`src/hdl/assert_macros.svh`:
```
// Assertion helpers shared by the RTL.
`ifndef ASSERT_MACROS_SVH
`define ASSERT_MACROS_SVH

// Property holds at every clock edge outside reset.
`define ASSERT_PROP(label, clk, rst_n, prop, msg) \
	label: assert property (@(posedge clk) disable iff (!rst_n) prop) else $error(msg);

// Expression must never be true outside reset.
`define ASSERT_NEVER(label, clk, rst_n, expr, msg) \
	label: assert property (@(posedge clk) disable iff (!rst_n) !(expr)) else $error(msg);

`endif

```
`src/hdl/tpmh_pkg.sv`:
```
package tpmh_pkg;

	localparam int WORD_COUNT_DEF    = 4;
	localparam int SEQUENCE_BITS_DEF = 16;

	localparam int TIME_W   = 64;
	localparam int PER_W    = 16;
	localparam int STAT_W   = 32;
	localparam int WORD_W   = 5;
	localparam int SEQ_W    = 16;
	localparam int ADDR_W   = 4;
	localparam int DATA_W   = 32;

	localparam logic [PER_W-1:0] TICK_RST      = 16'd10;
	localparam logic [PER_W-1:0] HEARTBEAT_RST = 16'd500;
	localparam logic [PER_W-1:0] FAULT_RST     = 16'd50;
	localparam logic [PER_W-1:0] TELEMETRY_RST = 16'd100;

	typedef enum logic [1:0] {
		REG_TICK,
		REG_HEARTBEAT,
		REG_FAULT_BLINK,
		REG_TELEMETRY
	} reg_idx_t;

	typedef enum logic [2:0] {
		ST_UPDATED   = 3'd0,
		ST_START     = 3'd1,
		ST_ZERO      = 3'd2,
		ST_BACKWARDS = 3'd3,
		ST_HALTED    = 3'd4
	} status_t;

	typedef enum logic [3:0] {
		S_IDLE,
		S_EVAL,
		S_STATS,
		S_BLINK_CHK,
		S_BLINK_DIV,
		S_TELE_CHK,
		S_TELE_DIV,
		S_SEND,
		S_FINISH
	} fsm_t;

	typedef struct packed {
		logic [PER_W-1:0] tick;
		logic [PER_W-1:0] heartbeat;
		logic [PER_W-1:0] fault_blink;
		logic [PER_W-1:0] telemetry;
	} cfg_t;

	typedef struct packed {
		logic              start;
		logic [TIME_W-1:0] dividend;
		logic [PER_W-1:0]  divisor;
	} div_req_t;

	typedef struct packed {
		logic             done;
		logic [PER_W-1:0] rem;
		logic             q_lsb;
	} div_rsp_t;

	typedef struct packed {
		logic [2:0]        status;
		logic [STAT_W-1:0] period_last;
		logic [STAT_W-1:0] period_min;
		logic [STAT_W-1:0] period_max;
		logic [STAT_W-1:0] late;
		logic [TIME_W-1:0] total;
		logic              led;
		logic              take;
		logic [SEQ_W-1:0]  seq;
		logic [STAT_W-1:0] snap_period;
		logic [WORD_W-1:0] first;
		logic [WORD_W-1:0] sent;
	} res_t;

	function automatic logic [STAT_W-1:0] sat32(input logic [TIME_W-1:0] v);
		logic [STAT_W-1:0] r;
		r = (v[TIME_W-1:STAT_W] != '0) ? '1 : v[STAT_W-1:0];
		return r;
	endfunction

endpackage

```
`src/hdl/tick_period_monitor_heartbeat_unit.sv`:
```
// Channel  | Handshake                       | Payload
// ---------+---------------------------------+----------------------------------------------
// config   | psel/penable/pwrite, pready=1   | paddr, pwdata, prdata
// tick in  | in_valid/in_ready               | now_ms, fault_active, fifo_free
// result   | out_valid/out_ready             | status ... words_sent
//
// One tick at a time; in_ready only while the sequencer is idle.
// Non-updating ticks go from EVAL to FINISH; an update passes STATS, BLINK_CHK, TELE_CHK and
// SEND, plus a run of the shared bit-serial 64/16 divider per due modulo (blink, telemetry).
// The result register frees the sequencer as soon as the previous beat is taken.
// Reset (arst_n low) loads register defaults, resets the monitor state, LED high.
module tick_period_monitor_heartbeat_unit #(
	parameter int WORD_COUNT    = tpmh_pkg::WORD_COUNT_DEF,
	parameter int SEQUENCE_BITS = tpmh_pkg::SEQUENCE_BITS_DEF
) (
	input  logic                          clk,
	input  logic                          arst_n,
	input  logic                          psel,
	input  logic                          penable,
	input  logic                          pwrite,
	input  logic [tpmh_pkg::ADDR_W-1:0]   paddr,
	input  logic [tpmh_pkg::DATA_W-1:0]   pwdata,
	output logic [tpmh_pkg::DATA_W-1:0]   prdata,
	output logic                          pready,
	input  logic                          in_valid,
	output logic                          in_ready,
	input  logic [tpmh_pkg::TIME_W-1:0]   now_ms,
	input  logic                          fault_active,
	input  logic [tpmh_pkg::WORD_W-1:0]   fifo_free,
	output logic                          out_valid,
	input  logic                          out_ready,
	output logic [2:0]                    status,
	output logic [tpmh_pkg::STAT_W-1:0]   period_last_ms,
	output logic [tpmh_pkg::STAT_W-1:0]   period_min_ms,
	output logic [tpmh_pkg::STAT_W-1:0]   period_max_ms,
	output logic [tpmh_pkg::STAT_W-1:0]   late_count,
	output logic [tpmh_pkg::TIME_W-1:0]   total_elapsed_ms,
	output logic                          led_level,
	output logic                          snapshot_take,
	output logic [tpmh_pkg::SEQ_W-1:0]    snapshot_sequence,
	output logic [tpmh_pkg::STAT_W-1:0]   snapshot_period_ms,
	output logic [tpmh_pkg::WORD_W-1:0]   first_word,
	output logic [tpmh_pkg::WORD_W-1:0]   words_sent
);

	tpmh_pkg::cfg_t     cfg;
	tpmh_pkg::div_req_t div_req;
	tpmh_pkg::div_rsp_t div_rsp;
	tpmh_pkg::res_t     res;
	tpmh_pkg::res_t     out_q;
	logic               res_valid;
	logic               res_ready;
	logic               out_valid_q;

	tpmh_cfg u_cfg (
		.clk     (clk),
		.arst_n  (arst_n),
		.psel    (psel),
		.penable (penable),
		.pwrite  (pwrite),
		.paddr   (paddr),
		.pwdata  (pwdata),
		.prdata  (prdata),
		.pready  (pready),
		.cfg     (cfg)
	);

	tpmh_div u_div (
		.clk    (clk),
		.arst_n (arst_n),
		.req    (div_req),
		.rsp    (div_rsp)
	);

	tpmh_core #(
		.WORD_COUNT    (WORD_COUNT),
		.SEQUENCE_BITS (SEQUENCE_BITS)
	) u_core (
		.clk          (clk),
		.arst_n       (arst_n),
		.cfg          (cfg),
		.in_valid     (in_valid),
		.in_ready     (in_ready),
		.now_ms       (now_ms),
		.fault_active (fault_active),
		.fifo_free    (fifo_free),
		.res_valid    (res_valid),
		.res_ready    (res_ready),
		.res          (res),
		.div_req      (div_req),
		.div_rsp      (div_rsp)
	);

	assign res_ready = !out_valid_q || out_ready;

	always_ff @(posedge clk or negedge arst_n) begin
		if (!arst_n) begin
			out_valid_q <= 1'b0;
		end else if (res_valid && res_ready) begin
			out_valid_q <= 1'b1;
		end else if (out_ready) begin
			out_valid_q <= 1'b0;
		end
	end

	always_ff @(posedge clk) begin
		if (res_valid && res_ready) out_q <= res;
	end

	assign out_valid          = out_valid_q;
	assign status             = out_q.status;
	assign period_last_ms     = out_q.period_last;
	assign period_min_ms      = out_q.period_min;
	assign period_max_ms      = out_q.period_max;
	assign late_count         = out_q.late;
	assign total_elapsed_ms   = out_q.total;
	assign led_level          = out_q.led;
	assign snapshot_take      = out_q.take;
	assign snapshot_sequence  = out_q.seq;
	assign snapshot_period_ms = out_q.snap_period;
	assign first_word         = out_q.first;
	assign words_sent         = out_q.sent;

endmodule

```
`src/hdl/tpmh_cfg.sv`:
```
module tpmh_cfg (
	input  logic                          clk,
	input  logic                          arst_n,
	input  logic                          psel,
	input  logic                          penable,
	input  logic                          pwrite,
	input  logic [tpmh_pkg::ADDR_W-1:0]   paddr,
	input  logic [tpmh_pkg::DATA_W-1:0]   pwdata,
	output logic [tpmh_pkg::DATA_W-1:0]   prdata,
	output logic                          pready,
	output tpmh_pkg::cfg_t                cfg
);

	tpmh_pkg::cfg_t     cfg_q;
	tpmh_pkg::reg_idx_t idx;
	logic               wr;

	assign idx    = tpmh_pkg::reg_idx_t'(paddr[3:2]);
	assign wr     = psel & penable & pwrite;
	assign pready = 1'b1;
	assign cfg    = cfg_q;

	always_ff @(posedge clk or negedge arst_n) begin
		if (!arst_n) begin
			cfg_q.tick        <= tpmh_pkg::TICK_RST;
			cfg_q.heartbeat   <= tpmh_pkg::HEARTBEAT_RST;
			cfg_q.fault_blink <= tpmh_pkg::FAULT_RST;
			cfg_q.telemetry   <= tpmh_pkg::TELEMETRY_RST;
		end else if (wr) begin
			unique case (idx)
				tpmh_pkg::REG_TICK:        cfg_q.tick        <= pwdata[tpmh_pkg::PER_W-1:0];
				tpmh_pkg::REG_HEARTBEAT:   cfg_q.heartbeat   <= pwdata[tpmh_pkg::PER_W-1:0];
				tpmh_pkg::REG_FAULT_BLINK: cfg_q.fault_blink <= pwdata[tpmh_pkg::PER_W-1:0];
				tpmh_pkg::REG_TELEMETRY:   cfg_q.telemetry   <= pwdata[tpmh_pkg::PER_W-1:0];
			endcase
		end
	end

	always_comb begin
		unique case (idx)
			tpmh_pkg::REG_TICK:        prdata = tpmh_pkg::DATA_W'(cfg_q.tick);
			tpmh_pkg::REG_HEARTBEAT:   prdata = tpmh_pkg::DATA_W'(cfg_q.heartbeat);
			tpmh_pkg::REG_FAULT_BLINK: prdata = tpmh_pkg::DATA_W'(cfg_q.fault_blink);
			tpmh_pkg::REG_TELEMETRY:   prdata = tpmh_pkg::DATA_W'(cfg_q.telemetry);
		endcase
	end

endmodule

```
`src/hdl/tpmh_div.sv`:
```
`include "assert_macros.svh"

// Restoring divider, one quotient bit per cycle. Gives remainder and quotient lsb.
module tpmh_div (
	input  logic                clk,
	input  logic                arst_n,
	input  tpmh_pkg::div_req_t  req,
	output tpmh_pkg::div_rsp_t  rsp
);

	localparam int CNT_W = $clog2(tpmh_pkg::TIME_W);

	logic                          busy_q;
	logic                          done_q;
	logic [CNT_W-1:0]              cnt_q;
	logic [tpmh_pkg::TIME_W-1:0]   dvd_q;
	logic [tpmh_pkg::PER_W-1:0]    dsr_q;
	logic [tpmh_pkg::PER_W-1:0]    rem_q;
	logic                          qb_q;

	logic [tpmh_pkg::PER_W:0]      trial;
	logic                          ge;
	logic [tpmh_pkg::PER_W:0]      nrem;

	assign trial = {rem_q, dvd_q[tpmh_pkg::TIME_W-1]};
	assign ge    = trial >= {1'b0, dsr_q};
	assign nrem  = ge ? (trial - {1'b0, dsr_q}) : trial;

	always_ff @(posedge clk or negedge arst_n) begin
		if (!arst_n) begin
			busy_q <= 1'b0;
			done_q <= 1'b0;
			cnt_q  <= '0;
		end else if (req.start) begin
			busy_q <= 1'b1;
			done_q <= 1'b0;
			cnt_q  <= CNT_W'(tpmh_pkg::TIME_W - 1);
		end else if (busy_q) begin
			if (cnt_q == '0) begin
				busy_q <= 1'b0;
				done_q <= 1'b1;
			end else begin
				cnt_q <= cnt_q - 1'b1;
			end
		end else begin
			done_q <= 1'b0;
		end
	end

	always_ff @(posedge clk) begin
		if (req.start) begin
			dvd_q <= req.dividend;
			dsr_q <= req.divisor;
			rem_q <= '0;
			qb_q  <= 1'b0;
		end else if (busy_q) begin
			dvd_q <= {dvd_q[tpmh_pkg::TIME_W-2:0], 1'b0};
			rem_q <= nrem[tpmh_pkg::PER_W-1:0];
			qb_q  <= ge;
		end
	end

	assign rsp.done  = done_q;
	assign rsp.rem   = rem_q;
	assign rsp.q_lsb = qb_q;

	`ASSERT_PROP(a_rem_below_divisor, clk, arst_n, rsp.done |-> (rsp.rem < dsr_q), "remainder not below divisor")
	`ASSERT_NEVER(a_no_restart, clk, arst_n, req.start && busy_q, "divider restarted while busy")

endmodule

```
`src/hdl/tpmh_core.sv`:
```
`include "assert_macros.svh"

module tpmh_core #(
	parameter int WORD_COUNT    = tpmh_pkg::WORD_COUNT_DEF,
	parameter int SEQUENCE_BITS = tpmh_pkg::SEQUENCE_BITS_DEF
) (
	input  logic                          clk,
	input  logic                          arst_n,
	input  tpmh_pkg::cfg_t                cfg,
	input  logic                          in_valid,
	output logic                          in_ready,
	input  logic [tpmh_pkg::TIME_W-1:0]   now_ms,
	input  logic                          fault_active,
	input  logic [tpmh_pkg::WORD_W-1:0]   fifo_free,
	output logic                          res_valid,
	input  logic                          res_ready,
	output tpmh_pkg::res_t                res,
	output tpmh_pkg::div_req_t            div_req,
	input  tpmh_pkg::div_rsp_t            div_rsp
);

	localparam logic [tpmh_pkg::WORD_W-1:0] WC = tpmh_pkg::WORD_W'(WORD_COUNT);
	localparam int SEQ_EFF = (SEQUENCE_BITS >= tpmh_pkg::SEQ_W) ? tpmh_pkg::SEQ_W : SEQUENCE_BITS;
	localparam logic [tpmh_pkg::SEQ_W-1:0] SEQ_MASK =
		tpmh_pkg::SEQ_W'((33'd1 << SEQ_EFF) - 33'd1);

	tpmh_pkg::fsm_t                state_q, state_d;

	logic [tpmh_pkg::TIME_W-1:0]   now_q;
	logic                          fault_q;
	logic [tpmh_pkg::WORD_W-1:0]   room_q;
	logic [tpmh_pkg::TIME_W-1:0]   elapsed_q;

	logic                          started_q;
	logic                          halted_q;
	logic [tpmh_pkg::TIME_W-1:0]   prev_q;
	logic [tpmh_pkg::STAT_W-1:0]   last_q;
	logic [tpmh_pkg::STAT_W-1:0]   min_q;
	logic [tpmh_pkg::STAT_W-1:0]   max_q;
	logic [tpmh_pkg::STAT_W-1:0]   late_q;
	logic [tpmh_pkg::TIME_W-1:0]   total_q;
	logic [tpmh_pkg::TIME_W-1:0]   blink_q;
	logic                          led_q;
	logic [tpmh_pkg::TIME_W-1:0]   tele_q;
	logic [tpmh_pkg::WORD_W-1:0]   wp_q;
	logic [tpmh_pkg::TIME_W-1:0]   snap_prev_q;
	logic [tpmh_pkg::SEQ_W-1:0]    seq_q;
	logic [tpmh_pkg::SEQ_W-1:0]    cur_seq_q;
	logic [tpmh_pkg::STAT_W-1:0]   snap_per_q;
	tpmh_pkg::status_t             status_q;
	logic                          take_q;
	logic [tpmh_pkg::WORD_W-1:0]   first_q;
	logic [tpmh_pkg::WORD_W-1:0]   sent_q;

	logic [tpmh_pkg::TIME_W-1:0]   diff;
	logic                          backwards;
	logic [tpmh_pkg::STAT_W-1:0]   ep;
	logic [tpmh_pkg::PER_W-1:0]    blink_p;
	logic [tpmh_pkg::PER_W-1:0]    blink_p1;
	logic [tpmh_pkg::PER_W-1:0]    tele_p1;
	logic                          blink_hit;
	logic                          tele_hit;
	logic [tpmh_pkg::TIME_W-1:0]   snap_diff;
	logic [tpmh_pkg::WORD_W-1:0]   remaining;
	logic                          fill;

	assign diff      = now_q - prev_q;
	assign backwards = now_q < prev_q;
	assign ep        = tpmh_pkg::sat32(elapsed_q);
	assign blink_p   = fault_q ? cfg.fault_blink : cfg.heartbeat;
	assign blink_p1  = (blink_p == '0) ? tpmh_pkg::PER_W'(1) : blink_p;
	assign tele_p1   = (cfg.telemetry == '0) ? tpmh_pkg::PER_W'(1) : cfg.telemetry;
	assign blink_hit = blink_q >= tpmh_pkg::TIME_W'(blink_p1);
	assign tele_hit  = (wp_q >= WC) && (tele_q >= tpmh_pkg::TIME_W'(tele_p1));
	assign snap_diff = now_q - snap_prev_q;
	assign remaining = WC - wp_q;
	assign fill      = room_q >= remaining;

	always_ff @(posedge clk or negedge arst_n) begin
		if (!arst_n) begin
			state_q <= tpmh_pkg::S_IDLE;
		end else begin
			state_q <= state_d;
		end
	end

	always_comb begin
		state_d          = state_q;
		in_ready         = 1'b0;
		res_valid        = 1'b0;
		div_req.start    = 1'b0;
		div_req.dividend = blink_q;
		div_req.divisor  = blink_p1;
		unique case (state_q)
			tpmh_pkg::S_IDLE: begin
				in_ready = 1'b1;
				if (in_valid) state_d = tpmh_pkg::S_EVAL;
			end
			tpmh_pkg::S_EVAL: begin
				if (halted_q || !started_q || backwards || diff == '0)
					state_d = tpmh_pkg::S_FINISH;
				else
					state_d = tpmh_pkg::S_STATS;
			end
			tpmh_pkg::S_STATS: state_d = tpmh_pkg::S_BLINK_CHK;
			tpmh_pkg::S_BLINK_CHK: begin
				if (blink_hit) begin
					div_req.start = 1'b1;
					state_d       = tpmh_pkg::S_BLINK_DIV;
				end else begin
					state_d = tpmh_pkg::S_TELE_CHK;
				end
			end
			tpmh_pkg::S_BLINK_DIV: begin
				if (div_rsp.done) state_d = tpmh_pkg::S_TELE_CHK;
			end
			tpmh_pkg::S_TELE_CHK: begin
				div_req.dividend = tele_q;
				div_req.divisor  = tele_p1;
				if (tele_hit) begin
					div_req.start = 1'b1;
					state_d       = tpmh_pkg::S_TELE_DIV;
				end else begin
					state_d = tpmh_pkg::S_SEND;
				end
			end
			tpmh_pkg::S_TELE_DIV: begin
				if (div_rsp.done) state_d = tpmh_pkg::S_SEND;
			end
			tpmh_pkg::S_SEND: state_d = tpmh_pkg::S_FINISH;
			tpmh_pkg::S_FINISH: begin
				res_valid = 1'b1;
				if (res_ready) state_d = tpmh_pkg::S_IDLE;
			end
			default: state_d = tpmh_pkg::S_IDLE;
		endcase
	end

	// item payload, no reset
	always_ff @(posedge clk) begin
		if (state_q == tpmh_pkg::S_IDLE && in_valid) begin
			now_q   <= now_ms;
			fault_q <= fault_active;
			room_q  <= fifo_free;
		end
		if (state_q == tpmh_pkg::S_EVAL) elapsed_q <= diff;
	end

	always_ff @(posedge clk or negedge arst_n) begin
		if (!arst_n) begin
			started_q   <= 1'b0;
			halted_q    <= 1'b0;
			prev_q      <= '0;
			last_q      <= '0;
			min_q       <= '1;
			max_q       <= '0;
			late_q      <= '0;
			total_q     <= '0;
			blink_q     <= '0;
			led_q       <= 1'b1;
			tele_q      <= '0;
			wp_q        <= WC;
			snap_prev_q <= '0;
			seq_q       <= '0;
			cur_seq_q   <= '0;
			snap_per_q  <= '0;
			status_q    <= tpmh_pkg::ST_UPDATED;
			take_q      <= 1'b0;
			first_q     <= '0;
			sent_q      <= '0;
		end else begin
			if (state_q == tpmh_pkg::S_EVAL) begin
				take_q  <= 1'b0;
				sent_q  <= '0;
				first_q <= wp_q;
				priority if (halted_q) begin
					status_q <= tpmh_pkg::ST_HALTED;
				end else if (!started_q) begin
					started_q   <= 1'b1;
					prev_q      <= now_q;
					snap_prev_q <= now_q;
					status_q    <= tpmh_pkg::ST_START;
				end else if (backwards) begin
					halted_q <= 1'b1;
					led_q    <= 1'b1;
					status_q <= tpmh_pkg::ST_BACKWARDS;
				end else if (diff == '0) begin
					status_q <= tpmh_pkg::ST_ZERO;
				end else begin
					status_q <= tpmh_pkg::ST_UPDATED;
				end
			end
			if (state_q == tpmh_pkg::S_STATS) begin
				prev_q  <= now_q;
				last_q  <= ep;
				if (ep < min_q) min_q <= ep;
				if (ep > max_q) max_q <= ep;
				if (elapsed_q > tpmh_pkg::TIME_W'(cfg.tick)) late_q <= late_q + 1'b1;
				total_q <= total_q + elapsed_q;
				blink_q <= blink_q + elapsed_q;
				tele_q  <= tele_q + elapsed_q;
			end
			if (state_q == tpmh_pkg::S_BLINK_DIV && div_rsp.done) begin
				if (div_rsp.q_lsb) led_q <= ~led_q;
				blink_q <= tpmh_pkg::TIME_W'(div_rsp.rem);
			end
			if (state_q == tpmh_pkg::S_TELE_CHK && tele_hit) begin
				take_q      <= 1'b1;
				cur_seq_q   <= seq_q;
				wp_q        <= '0;
				snap_per_q  <= tpmh_pkg::sat32(snap_diff);
				snap_prev_q <= now_q;
			end
			if (state_q == tpmh_pkg::S_TELE_DIV && div_rsp.done) begin
				tele_q <= tpmh_pkg::TIME_W'(div_rsp.rem);
			end
			if (state_q == tpmh_pkg::S_SEND) begin
				first_q <= wp_q;
				if (wp_q < WC) begin
					if (fill) begin
						sent_q <= remaining;
						wp_q   <= WC;
						seq_q  <= (seq_q + 1'b1) & SEQ_MASK;
					end else begin
						sent_q <= room_q;
						wp_q   <= wp_q + room_q;
					end
				end
			end
		end
	end

	assign res.status      = status_q;
	assign res.period_last = last_q;
	assign res.period_min  = min_q;
	assign res.period_max  = max_q;
	assign res.late        = late_q;
	assign res.total       = total_q;
	assign res.led         = led_q;
	assign res.take        = take_q;
	assign res.seq         = cur_seq_q;
	assign res.snap_period = snap_per_q;
	assign res.first       = first_q;
	assign res.sent        = sent_q;

	`ASSERT_PROP(a_halt_sticky, clk, arst_n, halted_q |=> halted_q, "halt released without reset")
	`ASSERT_PROP(a_word_pos_range, clk, arst_n, wp_q <= WC, "word position past snapshot end")
	`ASSERT_PROP(a_blink_reduced, clk, arst_n, (state_q == tpmh_pkg::S_BLINK_DIV && div_rsp.done) |=> (blink_q < tpmh_pkg::TIME_W'(blink_p1)), "blink accumulator not reduced")

endmodule

```
`config.mk`:
```
export PLATFORM = sky130hd
export DESIGN_NAME = tick_period_monitor_heartbeat_unit
export DESIGN_NICKNAME = d
export VERILOG_FILES = /design/src/hdl/tpmh_pkg.sv /design/src/hdl/tick_period_monitor_heartbeat_unit.sv /design/src/hdl/tpmh_cfg.sv /design/src/hdl/tpmh_div.sv /design/src/hdl/tpmh_core.sv
export VERILOG_INCLUDE_DIRS = /design/src /design/src/hdl
export SDC_FILE = /design/constraint.sdc
export NUM_CORES = 2
export LEC_CHECK = 0
export ABC_AREA = 0
export BUFFER_PORTS_ARGS = -buffer_cell sky130_fd_sc_hd__buf_2
export CAP_MARGIN = 20
export CORE_ASPECT_RATIO = 1.75
export CORE_MARGIN = 5
export CORE_UTILIZATION = 49
export DETAILED_ROUTE_END_ITERATION = 8
export PLACE_DENSITY = 0.69
export SLEW_MARGIN = 0
export SYNTH_ARGS = -nofsm -noshare
export SYNTH_HDL_FRONTEND = slang
export SYNTH_SLANG_ARGS = --single-unit
```
`constraint.sdc`:
```
create_clock -name clk -period 12.2 [get_ports clk]
set_input_delay 1.22 -clock clk [delete_from_list [all_inputs] [get_ports clk]]
set_output_delay 1.22 -clock clk [all_outputs]
set_load 0.03 [all_outputs]
```
After elaboration in Yosys (flattened, before gate mapping)
Cells that the tools add are included.

Output and inout bits: 290. Bits of input ports: 113. Register bits after elaboration: 1097. Word-level logic and storage cells: 203.

$add $sub $neg: 11. $lt $le $gt $ge: 10. Reductions and logical operators: 40. Equality and inequality tests: 21. Multiplexer cells: 68. Bitwise operators: 4.

Operators with widths (number): 2-to-1 mux 64 bit (11); adder 64 bit (3); greater-or-equal comparator 64 x 16 -> 1 bit (2); one-hot mux 32 bit (4 select lines) (1); subtractor 64 bit (2); 2-to-1 mux 80 bit (1); > comparator 64 x 16 -> 1 bit (1); zero test 64 bit (1); < comparator 64 bit (1); 2-to-1 mux 16 bit (4); 2-to-1 mux 32 bit (2); nonzero test 32 bit (2); 2-to-1 mux 5 bit (10); one-hot mux 4 bit (9 select lines) (1); adder 32 x 1 -> 32 bit (second input constant) (1); > comparator 32 bit (1); zero test 16 bit (2); < comparator 32 bit (1); 2-to-1 mux 1 bit (25); 2-to-1 mux 4 bit (5); 2-to-1 mux 6 bit (3); != test 2 bit (second input constant) (9); AND reduction 2 bit (9); greater-or-equal comparator 17 x 16 -> 1 bit (1); other kinds (29) (55).

Longest topological paths before layout
Word-level depth: 8. Gate-level depth with buffers: 22. Depth with buffers taken out: 18.

Modules after synthesis
Synthesis repeated with hierarchy kept, for this count alone.

Cells, all modules: 6265. Area total of the unflattened synthesis: 63724.9 sq um.

By module, submodules not included: tpmh_core (area each 47799.6 sq um, cells each 5433, times used 1, seq. area each 17529.3 sq um); tick_period_monitor_heartbeat_unit (area each 7711.1 sq um, cells each 259, times used 1, seq. area each 7682.4 sq um); tpmh_div (area each 5191.2 sq um, cells each 393, times used 1, seq. area each 2942.8 sq um); tpmh_cfg (area each 3022.9 sq um, cells each 180, times used 1, seq. area each 1619.1 sq um).

Least setup slack after synthesis
Ideal clock, no wire load.

Kind: input-to-reg. From: input port out_ready. To: register out_q, in the netlist first_word[0], enable pin. Buffers on the path: 0. Data required time: 11.297 ns. Stages: 2. Slack: -1.219 ns. Data arrival time: 12.516 ns. Setup time: 0.903 ns. Path through: nand2b_1 nor2b_1.

Word-level cells in the longest chain between the ends: 2.

RTL lines: start: declaration (line tick_period_monitor_heartbeat_unit.sv:31) `input logic out_ready,`; logical OR 1 bit (line tick_period_monitor_heartbeat_unit.sv:94) `assign res_ready = !out_valid_q || out_ready;`; logical AND 1 bit (line tick_period_monitor_heartbeat_unit.sv:107) `if (res_valid && res_ready) out_q <= res;`; end signal: assignment (line tick_period_monitor_heartbeat_unit.sv:107); end: declaration (line tick_period_monitor_heartbeat_unit.sv:50) `tpmh_pkg::res_t out_q;`.

Every way passes these cells. A chain may end at the register's enable or synchronous reset.

Worst setup path in the final report
From: register u_core.fault_q. To: register u_div.dvd_q[15] (netlist name) (data pin).

Word-level cells in the longest chain between the ends: 7.

RTL lines: start: declaration (line tpmh_core.sv:30) `logic fault_q;`; start signal: assignment (line tpmh_core.sv:143) `fault_q <= fault_active;`; 2-to-1 mux 16 bit (*) (line tpmh_core.sv:70) `assign blink_p = fault_q ? cfg.fault_blink : cfg.heartbeat;`; zero test 16 bit (line tpmh_core.sv:71) `assign blink_p1 = (blink_p == '0) ? tpmh_pkg::PER_W'(1) : blink_p;`; 2-to-1 mux 16 bit (*) (line tpmh_core.sv:71); greater-or-equal comparator 64 x 16 -> 1 bit (*) (line tpmh_core.sv:73) `assign blink_hit = blink_q >= tpmh_pkg::TIME_W'(blink_p1);`; 2-to-1 mux 1 bit (*) (line tpmh_core.sv:107) `if (blink_hit) begin`; one-hot mux 1 bit (2 select lines) (*) (line tpmh_core.sv:94) `unique case (state_q)`; 2-to-1 mux 64 bit (*) (line tpmh_div.sv:51) `if (req.start) begin`; end signal: assignment (line tpmh_div.sv:52) `dvd_q <= req.dividend;`; end signal: assignment (line tpmh_div.sv:57) `dvd_q <= {dvd_q[tpmh_pkg::TIME_W-2:0], 1'b0};`; end: declaration (line tpmh_div.sv:16) `logic [tpmh_pkg::TIME_W-1:0] dvd_q;`.

Mark *: on every way between the ends. The rest lies on a longest branch, timed or not.

==> metrics.md <==
| Metric | Value |
|---|---|
| Status | `finished clean` |
| Htree depth | `3` |
| Max-slew violations | `0` |
| Final min period | `6.73 ns` |
| Die W | `282 µm` |
| GPL Wtd Cong | `0.982` |
| R2R Path End | `u_div.dvd_q[15]` |
| Routed Wire Length | `about 190000 µm` |
| Top routing layer in use | `met4` |
| Crit Path Category | `reg -> reg` |
| Pleak | `0.0309 µW` |
| PD cells | `323 nW/µm²` |
| Routed wl met3 | `8760 µm` |
| Crit start category | `flip-flop` |
| Final Skew | `roughly 0.037 ns` |
| Bufs on Longest Clock Path | `3` |
| CTS Hold Bufs | `0` |
| Tightest Hold Check Type | `reg -> reg` |
| Share of layout cells above drive strength 1 | `~13%` |
| Core region area | `130000 µm²` |
| Total GRT Usage | `26.9%` |
| I/O Pins | `403` |
| Synth Register Bits | `1097` |
| Synth top area cells | `dfrtp_1 22%, edfxtp_1 22%, ha_1 9.0%, a21oi_1 4.0%, o21ai_0 3.4%` |
| Worst R2R Path Depth | `21` |
| Antenna violations before repair | `7` |
| Fmax | `149 MHz` |
| Synth cell count leaders | `563 x dfrtp_1, 550 x nand2_1, 510 x a21oi_1` |
| Vias in the first global route | `50400` |
| DP Worst Slack | `5.49 ns` |
| Post-synth top area share | `22.1%` |
| Max_cap viols | `0` |
| CP max stage cell | `buf_4` |
| GRT overflow | `0` |
| Clock transition at path regs | `0.07 ns` |
| Final TNS setup | `0 ns` |
| DP HPWL | `145000 µm` |
| DR DRC count | `0` |
| RR Startpoint | `u_core.fault_q` |
| Crit path required time | `12.69 ns` |
| Fill cells | `11500` |
| Flop-to-flop setup slack | `about 5.5 ns` |
| Rel. slew slack | `17.4%` |
| Die height | `487 µm` |
| Crit share post-route | `55.1%` |
| Initial core utilization | `roughly half` |
| First-pass GRT wire length | `289000 µm` |
| Synth cell types | `88` |
| Cell type with the largest total area after synthesis | `dfrtp_1` |
| Post-Route M1 WL | `between 60000 and 70000 µm` |
| CTS tree | `done` |
| Drt wl/cell | `22.7 µm` |
| Pin count of the biggest net entering global routing | `161` |
| Count leader, synth | `dfrtp_1` |
| Initial DRC Count | `3162` |
| Primary FF master, synth | `dfrtp_1` |
| RSZ-0062 raised after global routing | `no` |
| Final setup violation count | `0` |
| Port Buffers | `367` |
| CTS Sinks | `1097` |
| Fin. Hold Viols | `0` |
| Yosys warning count | `0` |
| Synth Area per Inst | `roughly 10 µm²` |
| Hold path depth | `0` |
| Arr. time, crit path | `between 7 and 8 ns` |
| Number of synthesized flops with an enable pin | `469` |
| Setup bufs post-CTS | `0` |
| Post_cts resized | `0` |
| Hold Crit Endpoint | `period_max_ms[17]` |
| Via Count | `50100` |
| Final ANT Viol Nets | `0` |
| Mapped Area | `63600 µm²` |
| Worst slew pin tran | `between 1 and 1.5 ns` |
| Clock Latency Late Sink | `0.74 ns` |
| Register area share after synthesis | `46.8%` |
| Slowest cell delay on critical path | `0.78 ns` |
| Async SR Flop Fraction | `between 50% and 60%` |
| Hold wc startpoint | `u_core.max_q[17]` |
| Synth-to-layout area growth | `11.1%` |
| CTS root buf | `clkbuf_16` |
| Crit Path Max Fanout | `77` |
| Worst setup EP type | `flip-flop` |
| Pre-antenna DRT Iters | `6` |
| Max IR drop VDD | `170 µV` |
| Routed wire length on met2 | `97200 µm` |
| Final nets | `~7100` |
| Final worst setup slack | `5.47 ns` |
| # rows | `175` |
| Total CTS buffers | `101` |
| Vias/cell | `between 5 and 6` |
| CP Cell Sequence | `buf_4 -> mux2i_1 -> nand4_1 -> nor4_1 -> a211o_1 -> ha_1 -> nand2b_1 -> a21o_1 -> a21o_1 -> a21o_1 -> a21o_1 -> a21oi_1 -> o21ai_0 -> a31o_2 -> a31oi_1 -> o22ai_2 -> buf_4 -> nand2_1 -> inv_2 -> buf_4 -> mux2_2` |
| Cells after synthesis | `6302` |
| Die footprint | `137000 µm²` |
| CP most frequent cell | `a21o_1` |
==> power by group <==
| part | leakage [µW] | switching, µW | internal [µW] |
|---|---|---|---|
| Clock | 0.00169 | 1490 | 1870 |
| Combinational | 0.0170 | 8010 | 4680 |
| Sequential | 0.0122 | 1260 | 5530 |
==> flip-flops by register name, summed over array words and instances (netlist names), 64 cells and up <==
register	cells
u_core.prev_q	64
u_core.snap_prev_q	64
u_core.total_q	64
u_core.elapsed_q	64
u_core.now_q	64
u_core.blink_q	64
total_elapsed_ms	64
u_div.dvd_q	64
u_core.tele_q	64
u_cfg.cfg	64
==> critical path, delay by kind of cell, from the launching register on <==
family	cells	cell delay [ns]
buffers and inverters	4	2.09
flip-flops	1	0.40
multiplexers	2	0.89
AO/OA/AOI/OAI	10	1.56
adder cells (fa/ha/maj)	1	0.12
AND/OR/NAND/NOR	4	1.29
==> metrics by stage <==
step           hold slack, ns  util (%)  instance area (µm²)  power [µW]  std cells
6_report                0.436      54.5                70700       22900       8346
5_1_grt                 0.455      54.5                70700       24300       8343
4_1_cts                 0.438      54.5                70600       22800       8339
3_5_place_dp            0.430      51.8                67100       19300       8147
3_3_place_gp            0.429      51.8                67100       19100       8146
2_1_floorplan           0.419         -                63700       15500       6317
==> cell usage in the layout, fill, tap and decap left out, drive strengths merged, types with 132 or more instances in the layout <==
master  instances
nand2         550
xor2          132
edfxtp        469
xnor2         192
nor2          358
o21ai         436
ha            457
buf           425
mux2          167
clkbuf        135
a21oi         510
a21o          241
dfrtp         563
inv           398
==> worst max-delay path by stage <==
| stage | slack (ns) | start | cells after the start | to |
|---|---|---|---|---|
| after global placement | 5.50 | u_core.fault_q | 21 | u_div.dvd_q[15] |
| after CTS | 5.46 | u_core.fault_q | 21 | u_div.dvd_q[15] |
| after global routing | 5.20 | u_core.fault_q | 21 | u_div.dvd_q[13] |
| after detailed placement | 5.49 | u_core.fault_q | 21 | u_div.dvd_q[10] |
| final | 5.47 | u_core.fault_q | 21 | u_div.dvd_q[15] |
| after floorplan | 3.73 | out_ready | 2 | first_word[0] |
==> per-layer routing <==
layer  GRT usage (%)  vias to the layer above
li1                -                    23600
met1            29.9                    24300
met2            48.8                     1612
met3            3.19                      560
met4            16.6                        0
met5               0                        -
==> layout make-up <==
| class | instances | area [µm²] | share of cell area (%) |
|---|---|---|---|
| clock inverter | 57 | 704 | 0.997 |
| tap | 1681 | 2100 | 2.98 |
| clock buffer | 135 | 2800 | 3.96 |
| timing repair buffer | 425 | 2310 | 3.27 |
| multi-input combinational | 4553 | 31500 | 44.6 |
| inverter | 392 | 1470 | 2.08 |
| antenna | 6 | 15.0 | 0.0212 |
| sequential | 1097 | 29800 | 42.1 |
==> cells by family (layout without fill, tap and decap cells) <==
family	Yosys count	after routing	synth area share, %
other	2	23	0.0118
buffers and inverters	667	1009	4.04
adders and majority gates	464	464	9.21
AOI/OAI and AO/OA	1782	1782	17.4
xor gates and xnor gates	324	324	4.46
and+or+nand+nor	1661	1661	12.6
muxes	305	305	5.44
DFF	1097	1097	46.8
Power figures use the tool's default switching activity.
